==> src/hw/rtl/tusw_pkg.sv <==
package tusw_pkg;

  // result kinds
  localparam logic [2:0] KIND_HEADER   = 3'd0;
  localparam logic [2:0] KIND_PAYLOAD  = 3'd1;
  localparam logic [2:0] KIND_END      = 3'd2;
  localparam logic [2:0] KIND_NO_USTAR = 3'd3;
  localparam logic [2:0] KIND_BAD_TYPE = 3'd4;

  localparam logic [8:0] BLK_LAST   = 9'd511;
  localparam logic [8:0] OFS_SIZE   = 9'd124;
  localparam logic [8:0] OFS_SIZE_E = 9'd135;
  localparam logic [8:0] OFS_TYPE   = 9'd156;
  localparam logic [8:0] OFS_MAGIC  = 9'd257;
  localparam logic [8:0] OFS_MAGIC_E = 9'd261;

  localparam logic [7:0] CH_SPACE = 8'h20;
  localparam logic [7:0] CH_ZERO  = 8'h30;
  localparam logic [7:0] CH_SEVEN = 8'h37;

  localparam int unsigned FIFO_DEPTH = 2;

  typedef struct packed {
    logic [2:0]  kind;
    logic [7:0]  payload_byte;
    logic [63:0] file_size;
    logic        last_of_file;
  } result_t;

  typedef struct packed {
    logic    valid;
    result_t word;
  } fifo_head_t;

  function automatic logic [7:0] magic_char(input logic [2:0] idx);
    logic [7:0] c;
    case (idx)
      3'd0:    c = 8'h75; // u
      3'd1:    c = 8'h73; // s
      3'd2:    c = 8'h74; // t
      3'd3:    c = 8'h61; // a
      3'd4:    c = 8'h72; // r
      default: c = 8'h00;
    endcase
    return c;
  endfunction

endpackage

==> src/hw/rtl/tusw_front.sv <==
module tusw_front (
  input  logic                 clk_i,
  input  logic                 rst_ni,
  input  logic                 cfg_we_i,
  input  logic                 cfg_wdata_i,
  input  logic                 accept_i,
  input  logic [7:0]           byte_i,
  output logic                 push_o,
  output tusw_pkg::result_t    word_o
);

  typedef enum logic [3:0] {
    PH_HEADER  = 4'b0001,
    PH_PAYLOAD = 4'b0010,
    PH_PADDING = 4'b0100,
    PH_HALTED  = 4'b1000
  } phase_e;

  phase_e      phase_q, phase_d;
  logic        pen_q;
  logic [8:0]  ofs_q, ofs_d;
  logic [63:0] acc_q, acc_d;
  logic        skip_q, skip_d, stop_q, stop_d, bin_q, bin_d;
  logic        magic_q, magic_d, type_q, type_d, zero_q, zero_d;
  logic [63:0] rem_q, rem_d;
  logic [8:0]  pad_q, pad_d;
  logic [8:0]  mofs;
  logic        last;

  assign mofs = ofs_q - tusw_pkg::OFS_MAGIC;
  assign last = (rem_q[63:1] == 63'd0);

  always_comb begin
    phase_d = phase_q;
    ofs_d   = ofs_q;
    acc_d   = acc_q;
    skip_d  = skip_q;
    stop_d  = stop_q;
    bin_d   = bin_q;
    magic_d = magic_q;
    type_d  = type_q;
    zero_d  = zero_q;
    rem_d   = rem_q;
    pad_d   = pad_q;
    push_o  = 1'b0;
    word_o  = '0;
    if (accept_i) begin
      case (phase_q)
        PH_HEADER: begin
          if (ofs_q == 9'd0 && byte_i == 8'd0) zero_d = 1'b1;
          if (ofs_q >= tusw_pkg::OFS_SIZE && ofs_q <= tusw_pkg::OFS_SIZE_E) begin
            if (ofs_q == tusw_pkg::OFS_SIZE && byte_i[7]) begin
              // base-256 size: first byte dropped
              bin_d  = 1'b1;
              skip_d = 1'b0;
              stop_d = 1'b0;
              acc_d  = '0;
            end else if (bin_q) begin
              acc_d = {acc_q[55:0], byte_i};
            end else if (!stop_q) begin
              if (!(skip_q && byte_i == tusw_pkg::CH_SPACE)) begin
                skip_d = 1'b0;
                if (byte_i >= tusw_pkg::CH_ZERO && byte_i <= tusw_pkg::CH_SEVEN) begin
                  acc_d = {acc_q[60:0], byte_i[2:0]};
                end else begin
                  stop_d = 1'b1;
                end
              end
            end
          end
          if (ofs_q == tusw_pkg::OFS_TYPE && byte_i != 8'd0 && byte_i != tusw_pkg::CH_ZERO)
            type_d = 1'b0;
          if (ofs_q >= tusw_pkg::OFS_MAGIC && ofs_q <= tusw_pkg::OFS_MAGIC_E
              && byte_i != tusw_pkg::magic_char(mofs[2:0]))
            magic_d = 1'b0;
          if (ofs_q != tusw_pkg::BLK_LAST) begin
            ofs_d = ofs_q + 9'd1;
          end else begin
            push_o = 1'b1;
            // no field lives at the last offset, so the stored flags are final
            if (zero_q) begin
              word_o.kind = tusw_pkg::KIND_END;
              phase_d = PH_HALTED;
            end else if (!magic_q) begin
              word_o.kind = tusw_pkg::KIND_NO_USTAR;
              phase_d = PH_HALTED;
            end else if (!type_q) begin
              word_o.kind = tusw_pkg::KIND_BAD_TYPE;
              phase_d = PH_HALTED;
            end else begin
              word_o.kind      = tusw_pkg::KIND_HEADER;
              word_o.file_size = acc_q;
              rem_d = acc_q;
              pad_d = 9'd0 - acc_q[8:0];
              phase_d = (acc_q == 64'd0) ? PH_HEADER : PH_PAYLOAD;
            end
            ofs_d   = '0;
            acc_d   = '0;
            skip_d  = 1'b1;
            stop_d  = 1'b0;
            bin_d   = 1'b0;
            magic_d = 1'b1;
            type_d  = 1'b1;
            zero_d  = 1'b0;
          end
        end
        PH_PAYLOAD: begin
          if (pen_q) begin
            push_o = 1'b1;
            word_o.kind         = tusw_pkg::KIND_PAYLOAD;
            word_o.payload_byte = byte_i;
            word_o.last_of_file = last;
          end
          rem_d = last ? 64'd0 : rem_q - 64'd1;
          if (last) phase_d = (pad_q != 9'd0) ? PH_PADDING : PH_HEADER;
        end
        PH_PADDING: begin
          if (pad_q <= 9'd1) begin
            pad_d   = '0;
            phase_d = PH_HEADER;
          end else begin
            pad_d = pad_q - 9'd1;
          end
        end
        default: ;
      endcase
    end
  end

  always_ff @(posedge clk_i or negedge rst_ni) begin
    if (!rst_ni) begin
      phase_q <= PH_HEADER;
      pen_q   <= 1'b0;
      ofs_q   <= '0;
      acc_q   <= '0;
      skip_q  <= 1'b1;
      stop_q  <= 1'b0;
      bin_q   <= 1'b0;
      magic_q <= 1'b1;
      type_q  <= 1'b1;
      zero_q  <= 1'b0;
      rem_q   <= '0;
      pad_q   <= '0;
    end else begin
      phase_q <= phase_d;
      if (cfg_we_i) pen_q <= cfg_wdata_i;
      ofs_q   <= ofs_d;
      acc_q   <= acc_d;
      skip_q  <= skip_d;
      stop_q  <= stop_d;
      bin_q   <= bin_d;
      magic_q <= magic_d;
      type_q  <= type_d;
      zero_q  <= zero_d;
      rem_q   <= rem_d;
      pad_q   <= pad_d;
    end
  end

endmodule

==> src/hw/rtl/tusw_fifo.sv <==
module tusw_fifo (
  input  logic                  clk_i,
  input  logic                  rst_ni,
  input  logic                  push_i,
  input  tusw_pkg::result_t     word_i,
  output logic                  full_o,
  input  logic                  pop_i,
  output tusw_pkg::fifo_head_t  head_o
);

  tusw_pkg::result_t mem_q [tusw_pkg::FIFO_DEPTH];
  logic       wptr_q, rptr_q;
  logic [1:0] cnt_q, cnt_d;
  logic       do_pop;

  assign full_o       = (cnt_q == 2'(tusw_pkg::FIFO_DEPTH));
  assign head_o.valid = (cnt_q != 2'd0);
  assign head_o.word  = mem_q[rptr_q];
  assign do_pop       = pop_i && head_o.valid;

  always_comb begin
    cnt_d = cnt_q;
    if (push_i && !do_pop) cnt_d = cnt_q + 2'd1;
    else if (!push_i && do_pop) cnt_d = cnt_q - 2'd1;
  end

  always_ff @(posedge clk_i) begin
    if (push_i) mem_q[wptr_q] <= word_i;
  end

  always_ff @(posedge clk_i or negedge rst_ni) begin
    if (!rst_ni) begin
      wptr_q <= 1'b0;
      rptr_q <= 1'b0;
      cnt_q  <= '0;
    end else begin
      if (push_i) wptr_q <= ~wptr_q;
      if (do_pop) rptr_q <= ~rptr_q;
      cnt_q <= cnt_d;
    end
  end

endmodule

==> src/hw/rtl/tusw_back.sv <==
module tusw_back (
  input  logic                  clk_i,
  input  logic                  rst_ni,
  input  tusw_pkg::fifo_head_t  head_i,
  output logic                  pop_o,
  output logic                  valid_o,
  input  logic                  ready_i,
  output tusw_pkg::result_t     word_o
);

  logic              valid_q;
  tusw_pkg::result_t word_q;

  assign pop_o   = head_i.valid && (!valid_q || ready_i);
  assign valid_o = valid_q;
  assign word_o  = word_q;

  always_ff @(posedge clk_i or negedge rst_ni) begin
    if (!rst_ni) begin
      valid_q <= 1'b0;
    end else if (!valid_q || ready_i) begin
      valid_q <= head_i.valid;
    end
  end

  always_ff @(posedge clk_i) begin
    if (pop_o) word_q <= head_i.word;
  end

endmodule

==> src/hw/rtl/tar_ustar_stream_walker.sv <==
// ustar archive walker, one archive byte per input word.
// Slave stream s_axis_*: one raw archive byte per word in tdata.
// Master stream m_axis_*: zero or one result word per input byte.
//   tuser = kind (0 file header, 1 payload byte, 2 end block, 3 not ustar,
//   4 unsupported type); tdata = payload byte, then 64-bit file size;
//   tlast = final payload byte of a file.
// cfg_we_i/cfg_wdata_i write payload_enable (1 = extract payload bytes,
//   0 = list headers only); write only while the stream is idle.
// Throughput: one byte per cycle while the queue is not full; the parser
//   front end keeps up with every byte since each needs only counter updates
//   and one field compare. A result reaches m_axis through the parser push
//   into a 2-word queue, then the output register.
// A stalled receiver fills the output register and the queue; s_axis_tready
//   drops only when the queue is full, so no word is lost.
// Reset clears the parser to the start of a header block, payload_enable to
//   0 and empties the queue. After an end block or an error the walker
//   swallows all input until the next reset.
module tar_ustar_stream_walker (
  input  logic        clk_i,
  input  logic        rst_ni,
  input  logic        cfg_we_i,
  input  logic        cfg_wdata_i,
  input  logic        s_axis_tvalid,
  output logic        s_axis_tready,
  input  logic [7:0]  s_axis_tdata,   // [7:0] data_byte
  output logic        m_axis_tvalid,
  input  logic        m_axis_tready,
  output logic [71:0] m_axis_tdata,   // [7:0] payload_byte, [71:8] file_size
  output logic [2:0]  m_axis_tuser,   // [2:0] kind
  output logic        m_axis_tlast    // last_of_file
);

  logic                 accept;
  logic                 push;
  logic                 full;
  logic                 pop;
  tusw_pkg::result_t    fe_word;
  tusw_pkg::result_t    out_word;
  tusw_pkg::fifo_head_t head;

  assign s_axis_tready = !full;
  assign accept        = s_axis_tvalid && !full;

  tusw_front u_front (
    .clk_i       (clk_i),
    .rst_ni      (rst_ni),
    .cfg_we_i    (cfg_we_i),
    .cfg_wdata_i (cfg_wdata_i),
    .accept_i    (accept),
    .byte_i      (s_axis_tdata),
    .push_o      (push),
    .word_o      (fe_word)
  );

  tusw_fifo u_fifo (
    .clk_i  (clk_i),
    .rst_ni (rst_ni),
    .push_i (push),
    .word_i (fe_word),
    .full_o (full),
    .pop_i  (pop),
    .head_o (head)
  );

  tusw_back u_back (
    .clk_i   (clk_i),
    .rst_ni  (rst_ni),
    .head_i  (head),
    .pop_o   (pop),
    .valid_o (m_axis_tvalid),
    .ready_i (m_axis_tready),
    .word_o  (out_word)
  );

  assign m_axis_tdata = {out_word.file_size, out_word.payload_byte};
  assign m_axis_tuser = out_word.kind;
  assign m_axis_tlast = out_word.last_of_file;

endmodule

==> config.mk <==
export PLATFORM = sky130hd
export DESIGN_NAME = tar_ustar_stream_walker
export DESIGN_NICKNAME = d
export VERILOG_FILES = /design/src/hw/rtl/tusw_pkg.sv /design/src/hw/rtl/tusw_front.sv /design/src/hw/rtl/tusw_fifo.sv /design/src/hw/rtl/tusw_back.sv /design/src/hw/rtl/tar_ustar_stream_walker.sv
export SDC_FILE = /design/constraint.sdc
export NUM_CORES = 1
export LEC_CHECK = 0
export BUFFER_PORTS_ARGS = -buffer_cell sky130_fd_sc_hd__buf_4
export CAP_MARGIN = 40
export CORE_AREA = 2 2 215 217
export DETAILED_ROUTE_END_ITERATION = 6
export DIE_AREA = 0 0 217 219
export PLACE_DENSITY = 0.58
export SYNTH_ARGS = -nofsm -noshare
export SYNTH_HDL_FRONTEND = slang
export SYNTH_HIERARCHICAL = 1
export SYNTH_SLANG_ARGS = --single-unit
==> constraint.sdc <==
create_clock -name clk_i -period 7.75 [get_ports clk_i]
set_input_delay 1.55 -clock clk_i [delete_from_list [all_inputs] [get_ports clk_i]]
set_output_delay 1.55 -clock clk_i [all_outputs]
set_load 0.02 [all_outputs]
=== After elaboration in Yosys (flattened, before gate mapping) ===
Memories as Yosys holds them, arrays and structs flattened. A register that Yosys moved wholly into a read port is not among the register bits.
Cells that the tools add are included.
Widths: inputs -> output; s select.

* Add/subtract/negate cells: 7
* $lt $le $gt $ge: 7
* Equality and inequality tests: 31
* Muxes and demuxes: 77
* Bitwise gates (word level): 2
* Reduce and logical (&&, ||, !) cells: 42

{| class="wikitable"
|+ Operator list
! cell !! number
|-
| $mux 64 || 17
|-
| $pmux 64 s2 || 1
|-
| $mux 76 || 1
|-
| $logic_not 64->1 || 1
|-
| $sub 64x1->64 const B || 1
|-
| $logic_not 63->1 || 1
|-
| $mux 9 || 7
|-
| $pmux 7 s5 || 1
|-
| $mux 1 || 29
|-
| $mux 4 || 6
|-
| $mux 8 || 3
|-
| $reduce_and 6->1 || 4
|-
| $ne 2x1->1 const B || 9
|-
| $pmux 9 s2 || 1
|-
| $mux 3 || 5
|-
| $logic_and 1x1->1 || 14
|-
| $pmux 4 s3 || 1
|-
| $add 9x1->9 const B || 1
|-
| $eq 9x7->1 const B || 1
|-
| $eq 9x8->1 const B || 1
|-
| $ge 9x7->1 const B || 1
|-
| $ge 9x9->1 const B || 1
|-
| $le 9x1->1 const B || 1
|-
| $le 9x8->1 const B || 1
|-
| other kinds (42) || 57
|}

* Bits in registers: 162
* Memory bits (writable): 152
* Input bits: 14
* Output and inout bits: 78
* Logic and storage cells: 183
* Memories kept: 1

{| class="wikitable"
|+ Memories
! name !! words !! bits a word !! rd ports !! clocked after memory_dff !! wr ports !! RTL line !! text
|-
| u_fifo.mem_q || 2 || 76 || 1 || 1 || 1 || tusw_fifo.sv:11 || <nowiki>tusw_pkg::result_t mem_q [tusw_pkg::FIFO_DEPTH];</nowiki>
|}

=== Logic depth before layout (Yosys ltp) ===
Gate-level depths: netlist of run 1.

* Depth after elaboration: 9
* Mapped depth: 13
* Gate-level depth less buffers: 11

=== Cells and area by module ===
Netlist of run 1, hierarchy kept.

{| class="wikitable"
|+ Modules (own cells, without submodules)
! module !! instances !! cells an instance !! area each (um^2) !! sequential area each (um^2)
|-
| tusw_front || 1 || 1109 || 9804.4 || 3933.8
|-
| tusw_fifo || 1 || 253 || 5809.3 || 4664.5
|-
| tusw_back || 1 || 80 || 2326.0 || 2307.2
|-
| tar_ustar_stream_walker || 1 || 2 || 10.0 || 0.0
|}

=== Worst setup path after synthesis of run 1 ===
OpenSTA, ideal clock, no wires.

* Path type: input to register
* From: input s_axis_tvalid
* To: memory u_fifo/mem_q[0][0] (netlist name) (enable)
* Setup time: 0.520 ns
* Data arrival time: 5.876 ns
* Data required time: 7.230 ns
* Slack: 1.355 ns
* Stages: 6
* Path buffers: 1
* Path through: nor2b_1 buf_1 nand2_1 nor2_1 or2_2 nor2b_1

* Cells in the longest elaborated chain, start to end: 4

{| class="wikitable"
|+ Ends and longest elaborated chain
! what !! RTL line !! text
|-
| from (decl) || tar_ustar_stream_walker.sv:23 || <nowiki>input logic s_axis_tvalid,</nowiki>
|-
| $logic_and 1x1->1 || tar_ustar_stream_walker.sv:42 || <nowiki>assign accept = s_axis_tvalid && !full;</nowiki>
|-
| $mux 1 || tusw_front.sv:47 || <nowiki>if (accept_i) begin</nowiki>
|-
| net push || tar_ustar_stream_walker.sv:34 || <nowiki>logic push;</nowiki>
|-
| $mux 1 || tusw_fifo.sv:28 || <nowiki>if (push_i) mem_q[wptr_q] <= word_i;</nowiki>
|-
| $mux 1 (implied by the code) || tusw_fifo.sv:28 ||
|-
| to (decl) || tusw_fifo.sv:11 ||
|}

The timed path passes the listed nets, and every way through them passes these cells.

=== Worst setup path in the final report of run 1 ===
* From: input s_axis_tvalid
* To: memory u_fifo/mem_q[0][54] (netlist name) (enable)

* Cells in the longest elaborated chain, start to end: 4

{| class="wikitable"
|+ Ends and longest elaborated chain
! what !! RTL line !! text
|-
| $logic_and 1x1->1 || tar_ustar_stream_walker.sv:42 ||
|-
| net accept || tar_ustar_stream_walker.sv:33 || <nowiki>logic accept;</nowiki>
|-
| $mux 1 || tusw_front.sv:47 ||
|-
| net push || tar_ustar_stream_walker.sv:34 ||
|-
| $mux 1 || tusw_fifo.sv:28 ||
|-
| $mux 1 (implied by the code) || tusw_fifo.sv:28 ||
|}

The timed path passes the listed nets, and every way through them passes these cells.

==> metrics.md, run 1 <==
| Metric | Value |
|---|---|
| P&R area growth vs syn | `14.94%` |
| Post-Syn Instances | `between 1000 and 1500` |
| RePlAce Congestion | `0.8447` |
| Final core utilization | `45.76%` |
| CP startpoint kind | `primary input` |
| Root Buffer | `clkbuf_16` |
| Grt ovf | `0` |
| Via density | `~5.6` |
| Worst Max-Slew Pin Slew | `0.9075 ns` |
| Clk sinks | `about 400` |
| Worst Path Buf+Inv | `3` |
| Post-layout power | `~0.0042 W` |
| Final Max Slew Viols | `0` |
| Ranking of synthesized cells by area | `edfxtp_1 (38%), dfrtp_1 (22%), mux2i_1 (3.4%)` |
| R2r setup slk | `~4.0 ns` |
| Via Count | `12060` |
| Internal power | `about 0.0034 W` |
| CORE AREA | `45090 sq um` |
| Gr usage total | `18.47%` |
| Final setup vio count | `0` |
| Top routing layer used | `met4` |
| Die height | `~220 um` |
| Clock power share | `between 40% and 50%` |
| Largest net degree at the start of global routing | `91` |
| DP Wirelength | `28160 um` |
| CP max stage cell | `nor2b_1` |
| Slowest Stage Delay on Critical Path | `0.51 ns` |
| CTS Buffer Depth | `3` |
| Worst Setup End Kind | `flop` |
| Avg WL per Cell | `20.34 um` |
| Wire length on met2 | `21020 um` |
| NumNets Final | `1543` |
| H-tree depth | `2` |
| Library cells used by synthesis | `78` |
| Achievable clock frequency | `around 250 MHz` |
| TritonCTS buffer count | `43` |
| Avg Inst Size Synth | `between 10 and 15 sq um` |
| Starting Density | `39.81%` |
| CTS tree | `built` |
| Iter 0 DRT Violations | `939` |
| Cell mode on critical path | `buf_4` |
| Setup_tns | `0 ns` |
| Clk slew on worst S/H paths | `about 0.060 ns` |
| Max Clock Skew | `about 0.020 ns` |
| Sequential share of power | `between 50% and 60%` |
| Synthesized area | `17950 sq um` |
| Worst slew margin | `about two fifths` |
| Ports | `92` |
| Number of global-route vias before repair | `11970` |
| Peak VDD IR | `about 0.00014 V` |
| Synth Flop Type | `edfxtp_1` |
| First-pass GRT wire length | `68590 um` |
| Combinational power share | `0.8%` |
| Hold Fails Final Rpt | `0` |
| CP Data Required Time | `7.99 ns` |
| Skew-Pair Late Insertion Delay | `approximately 0.58 ns` |
| Initial antenna violation count | `0` |
| Max-cap violations | `0` |
| Post-Route WL | `approximately 44000 um` |
| Sequential area share after synthesis | `around three fifths` |
| Antenna violation net count after detailed routing | `0` |
| Post-CTS Resized | `0` |
| Share of cells above drive strength 1 | `18.39%` |
| Crit-path leading delay family | `simple AND/OR/NAND/NOR gates` |
| Row count | `78` |
| Final min period | `approximately 4 ns` |
| P_leak | `6.973 nW` |
| # diodes | `0` |
| Switching power | `between 0.0008 and 0.0009 W` |
| EDFF count, synth | `228` |
| DRC | `0` |
| Met3 routed WL | `roughly 2100 um` |
| Status | `completed` |
| P per Cell Area | `between 200 and 250 nW/um^2` |
| Switching share of power | `20.31%` |
| Crit-path cells | `buf_4 -> nor2b_1 -> nand2_1 -> nor2_1 -> or2_2 -> nor2b_4 -> buf_4 -> buf_12` |
| WS Path Type | `in2reg` |
| Syn. warnings | `6` |
| Final Cycle Share | `about 52%` |
| Hold Buf Count CTS | `0` |
| Post-CTS Setup Bufs | `0` |
| Async SR Flop Fraction | `41.54%` |
| Syn Nets | `1472` |
| WP data arrival | `4.24 ns` |
| Area share of the largest cell type after synthesis | `38.14%` |
| CP Max Fanout | `39` |
| Flip-flop and latch count after synthesis | `390` |
| Port Buffers | `91` |
| RSZ-0062 raised after global routing | `false` |
| Drt first pass iters | `6` |
| Hold Path Class | `reg2reg` |
| Die ar. | `47520 sq um` |
| Cell taking the most area after synthesis | `edfxtp_1` |
| M1 WL | `19330 um` |
| Chip width | `217 um` |
[logic make-up after synthesis]
| logic type | Yosys count | synth area share [%] |
|---|---|---|
| xor+xnor | 18 | 0.8783 |
| buf+inv | 109 | 2.677 |
| fa+ha+maj | 14 | 0.9759 |
| simple gates | 474 | 14.15 |
| compound gates | 300 | 11.64 |
| mux | 139 | 8.922 |
| flops | 390 | 60.76 |
[metrics by stage]
stage / hold slack [ns] / setup WS (ns) / instance area (sq um) / cells
final: 0.4635 / 3.755 / 20630 / 2150
after global routing: 0.4914 / 3.498 / 20630 / 2150
after CTS: 0.4693 / 3.779 / 20630 / 2150
after detailed placement: 0.4602 / 3.157 / 19250 / 2070
after global placement: 0.4577 / 3.079 / 19190 / 2066
after floorplan: 0.4393 / 1.355 / 17950 / 1444
[cell usage in the layout, fill, tap and decap left out, types with 14 or more instances in the layout]
master     instances
and2_1            72
o21ai_0           74
mux2_2            48
nand2_1          113
inv_1             22
buf_4            109
clkbuf_1          14
a21oi_1           24
edfxtp_1         228
mux2i_1           61
o31ai_1           75
nor2_1            80
a211o_1           20
ha_1              14
nor3_1            36
mux2_4            30
nand3_1           23
or3_1             17
dfrtp_1          156
clkbuf_16         44
nor4_1            49
[cell usage after synthesis, drive strengths merged, types with 22 or more instances]
library cell	n
nor4	51
and2	75
nand2	113
buf	23
dfrtp	158
edfxtp	228
mux2i	61
o31ai	75
nor2	81
inv	22
o21ai	87
clkbuf	64
nand3	23
a21oi	25
nor3	37
mux2	78
[power groups by stage]
stage / clock [W] / combinational (W) / sequential, W
after floorplan: 0 / 0.00000559 / 0.00222
after global placement: 0 / 0.0000354 / 0.00222
after detailed placement: 0 / 0.0000357 / 0.00222
after CTS: 0.00208 / 0.0000357 / 0.00218
after global routing: 0.00218 / 0.0000392 / 0.00218
final: 0.00203 / 0.0000341 / 0.00218
[worst register-to-register path: cells and delay by family, from the launching register on]
| kind | cells | cell delay [ns] |
|---|---|---|
| simple gates | 4 | 1.73 |
| compound gates | 2 | 0.97 |
| flops | 1 | 0.47 |
| buf+inv | 1 | 0.46 |
[layer usage]
metal  global-route usage (%)  vias up
met1                    24.88     5980
met2                    30.02      353
li1                         -     5640
met4                    6.667        0
met5                        0        -
met3                    3.271       85
[final cells by class]
| cell class | count | area (sq um) |
|---|---|---|
| Multi-Input combinational cell | 945 | 6619 |
| Tap cell | 600 | 750.7 |
| Fill cell | 4144 | 24460 |
| Timing Repair Buffer | 113 | 880.8 |
| Inverter | 22 | 82.58 |
| Sequential cell | 390 | 10910 |
| Clock inverter | 21 | 217.7 |
| Clock buffer | 59 | 1167 |
[registers in the layout (all words and copies together), names as in the netlist, 2 cells and up]
register and flops:
u_back/word_o 76, u_front/phase_q 4, u_front/pad_q 9, u_front/acc_q 64, u_front/rem_q 64, u_front/ofs_q 9, u_fifo/cnt_q 2, u_fifo/mem_q 152
[path summary, 6_finish.rpt]
| check | to | startpoint | cells after the start |
|---|---|---|---|
| max | u_fifo/mem_q[0][54] | s_axis_tvalid | 8 |
| min | u_front/skip_q | u_front/skip_q | 2 |
| max reg2reg | u_front/rem_q[7] | u_front/rem_q[23] | 7 |
| min reg2reg | u_front/skip_q | u_front/skip_q | 2 |
| max in group asynchronous | u_front/acc_q[60] | rst_ni | 2 |
| min in group asynchronous | u_front/acc_q[2] | rst_ni | 1 |
Note: power is estimated with default switching activity, not from simulation.
==> run 2, diff against run 1 <==
==> constraint.sdc (replaced) <==
create_clock -name clk_i -period 3.8 [get_ports clk_i]
set_input_delay 0.76 -clock clk_i [delete_from_list [all_inputs] [get_ports clk_i]]
set_output_delay 0.76 -clock clk_i [all_outputs]
set_load 0.02 [all_outputs]
==> metrics.md, run 2 (synthesis results as in run 1) <==
| Metric | Value |
|---|---|
| Grt ovf | `0 (unchanged)` |
| Via Count | `12250 (+1.6%)` |
| Max-cap violations | `0 (unchanged)` |
| Share of cells above drive strength 1 | `19.41% (+1.0 points)` |
| Worst slew margin | `33.79% (-5.5 points)` |
| Peak VDD IR | `0.0005265 V (+280%)` |
| TritonCTS buffer count | `43 (unchanged)` |
| H-tree depth | `2 (unchanged)` |
| Setup_tns | `0 ns (unchanged)` |
| DP Wirelength | `28660 um (+1.8%)` |
| RSZ-0062 raised after global routing | `false` |
| Ports | `92 (unchanged)` |
| Most frequent cells in the layout | `edfxtp_1 (228), dfrtp_1 (156), buf_4 (120)` |
| CP Max Fanout | `13 (-67%)` |
| Pre-CTS setup slack | `0.5953 ns (-2.562 ns)` |
| Antenna violation net count after detailed routing | `0 (unchanged)` |
| First-pass GRT wire length | `68410 um (-0.26%)` |
| Slowest Stage Delay on Critical Path | `0.62 ns (+0.11 ns)` |
| Row count | `78 (unchanged)` |
| Worst setup margin | `0.5664 ns (-3.189 ns)` |
| Via density | `5.653 (+0.80%)` |
| Post-CTS Resized | `0 (unchanged)` |
| CP max stage cell | `o21ai_2` |
| Hold Buf Count CTS | `0 (unchanged)` |
| P&R area growth vs syn | `16.31%` |
| Worst Setup End Kind | `flop` |
| Status | `completed` |
| Die ar. | `47520 sq um (unchanged)` |
| Crit-path cells | `nor4_1 -> nand4_1 -> or4_4 -> o21ai_2 -> buf_4 -> nor2_1 -> a221o_1` |
| Number of global-route vias before repair | `11950 (-0.15%)` |
| Max reg flops | `152 (unchanged)` |
| Avg WL per Cell | `19.99 um (-1.7%)` |
| Port Buffers | `91 (unchanged)` |
| CTS Buffer Depth | `3 (unchanged)` |
| Worst Max-Slew Pin Slew | `0.9794 ns (+0.07183 ns)` |
| Final setup vio count | `0 (unchanged)` |
| Post-Route WL | `43290 um (-1.0%)` |
| NumNets Final | `1559 (+1.0%)` |
| P per Cell Area | `419.7 nW/um^2 (+100%)` |
| Iter 0 DRT Violations | `992 (+5.6%)` |
| Commonest non-fill, non-tap cell in the layout | `edfxtp_1` |
| Final Max Slew Viols | `0 (unchanged)` |
| Clk slew on worst S/H paths | `0.06 ns (about the same)` |
| Post-CTS Setup Bufs | `0 (unchanged)` |
| Chip width | `217 um (unchanged)` |
| Hold Fails Final Rpt | `0 (unchanged)` |
| CP startpoint kind | `flop` |
| Skew-Pair Late Insertion Delay | `0.57 ns (about the same)` |
| Max Clock Skew | `0.01882 ns (-0.001263 ns)` |
| Gr usage total | `18.24% (-0.23 points)` |
| Die height | `219 um (unchanged)` |
| Achievable clock frequency | `~310 MHz` |
| WS Path Type | `reg2reg` |
| Root Buffer | `clkbuf_16` |
| Largest net degree at the start of global routing | `82 (-9.9%)` |
| CTS tree | `built` |
| Initial antenna violation count | `0 (unchanged)` |
| # diodes | `0 (unchanged)` |
| Final min period | `around 3.2 ns` |
| Hold Path Class | `in2async` |
| CP Data Required Time | `4.24 ns (-3.75 ns)` |
| Clk sinks | `390 (unchanged)` |
| DRC | `0 (unchanged)` |
| RePlAce Congestion | `0.8623 (+2.1%)` |
| P_leak | `7.095 nW (+1.8%)` |
| Fillers | `4136 (-0.19%)` |
| Final core utilization | `46.30% (+0.55 points)` |
| Final Cycle Share | `between 80% and 90%` |
| Drt first pass iters | `5 (-1)` |
| WP data arrival | `3.67 ns (-0.57 ns)` |
| Starting Density | `39.81% (unchanged)` |
| CORE AREA | `45090 sq um (unchanged)` |
| Top reg by flops | `u_fifo/mem_q` |
==> run 2: cell type report <==
| type | count | area, sq um | share of cell area (%) |
|---|---|---|---|
| multi-input cells | 945 | 6623 | 31.72 |
| repair buffers | 129 | 1072 | 5.136 |
| clock inverters | 28 | 295.3 | 1.414 |
| flip-flops and latches | 390 | 10910 | 52.27 |
| well taps | 600 | 750.7 | 3.596 |
| clock buffers | 52 | 1141 | 5.466 |
| inverters | 22 | 82.58 | 0.3955 |
==> run 2: power by group <==
part           internal [W]  leakage [nW]  switching (W)  total (W)
Clock               0.00255         0.696        0.00169    0.00423
Sequential          0.00445          3.64     0.00000123    0.00445
Combinational     0.0000188          2.76      0.0000567  0.0000755
Total               0.00702          7.10        0.00174    0.00876
==> run 2: stage by stage <==
step,total power (W),hold slack (ns),instance area [sq um],instances
final,0.008761,0.2602,20880,2166
after global routing,0.009072,0.3139,20880,2166
after CTS,0.008877,0.2954,20880,2166
after detailed placement,0.004614,0.4524,19440,2086
after global placement,0.004613,0.4558,19410,2084
after floorplan,0.004547,0.4393,17960,1444
==> run 2: metal layers <==
metal  global-route usage, %  share of wire [%]  vias up
met3                   3.299                5.5       57
met4                   5.137                2.0        0
met2                   30.37                 49      355
li1                        -                  -     5682
met1                   24.47                 44     6151
met5                       0                  0        -
==> run 2: worst paths after layout <==
kind	start	endpoint	slack (ns)	cells after the start
min in group clk_i	cfg_wdata_i	u_front/pen_q	0.44	2
max reg2reg	u_front/rem_q[53]	u_front/rem_q[50]	0.57	7
max	u_front/rem_q[53]	u_front/rem_q[50]	0.57	7
max in group asynchronous	rst_ni	u_front/acc_q[47]	2.60	2
min reg2reg	u_front/skip_q	u_front/skip_q	0.47	2
min	rst_ni	u_front/pad_q[3]	0.26	1
==> run 2: worst max-delay path: cells and delay by family, from the launching register on <==
kind	cells	cell delay, ns
AO/OA/AOI/OAI	2	0.97
buffers and inverters	1	0.31
flip-flops	1	0.44
AND/OR/NAND/NOR	4	1.39
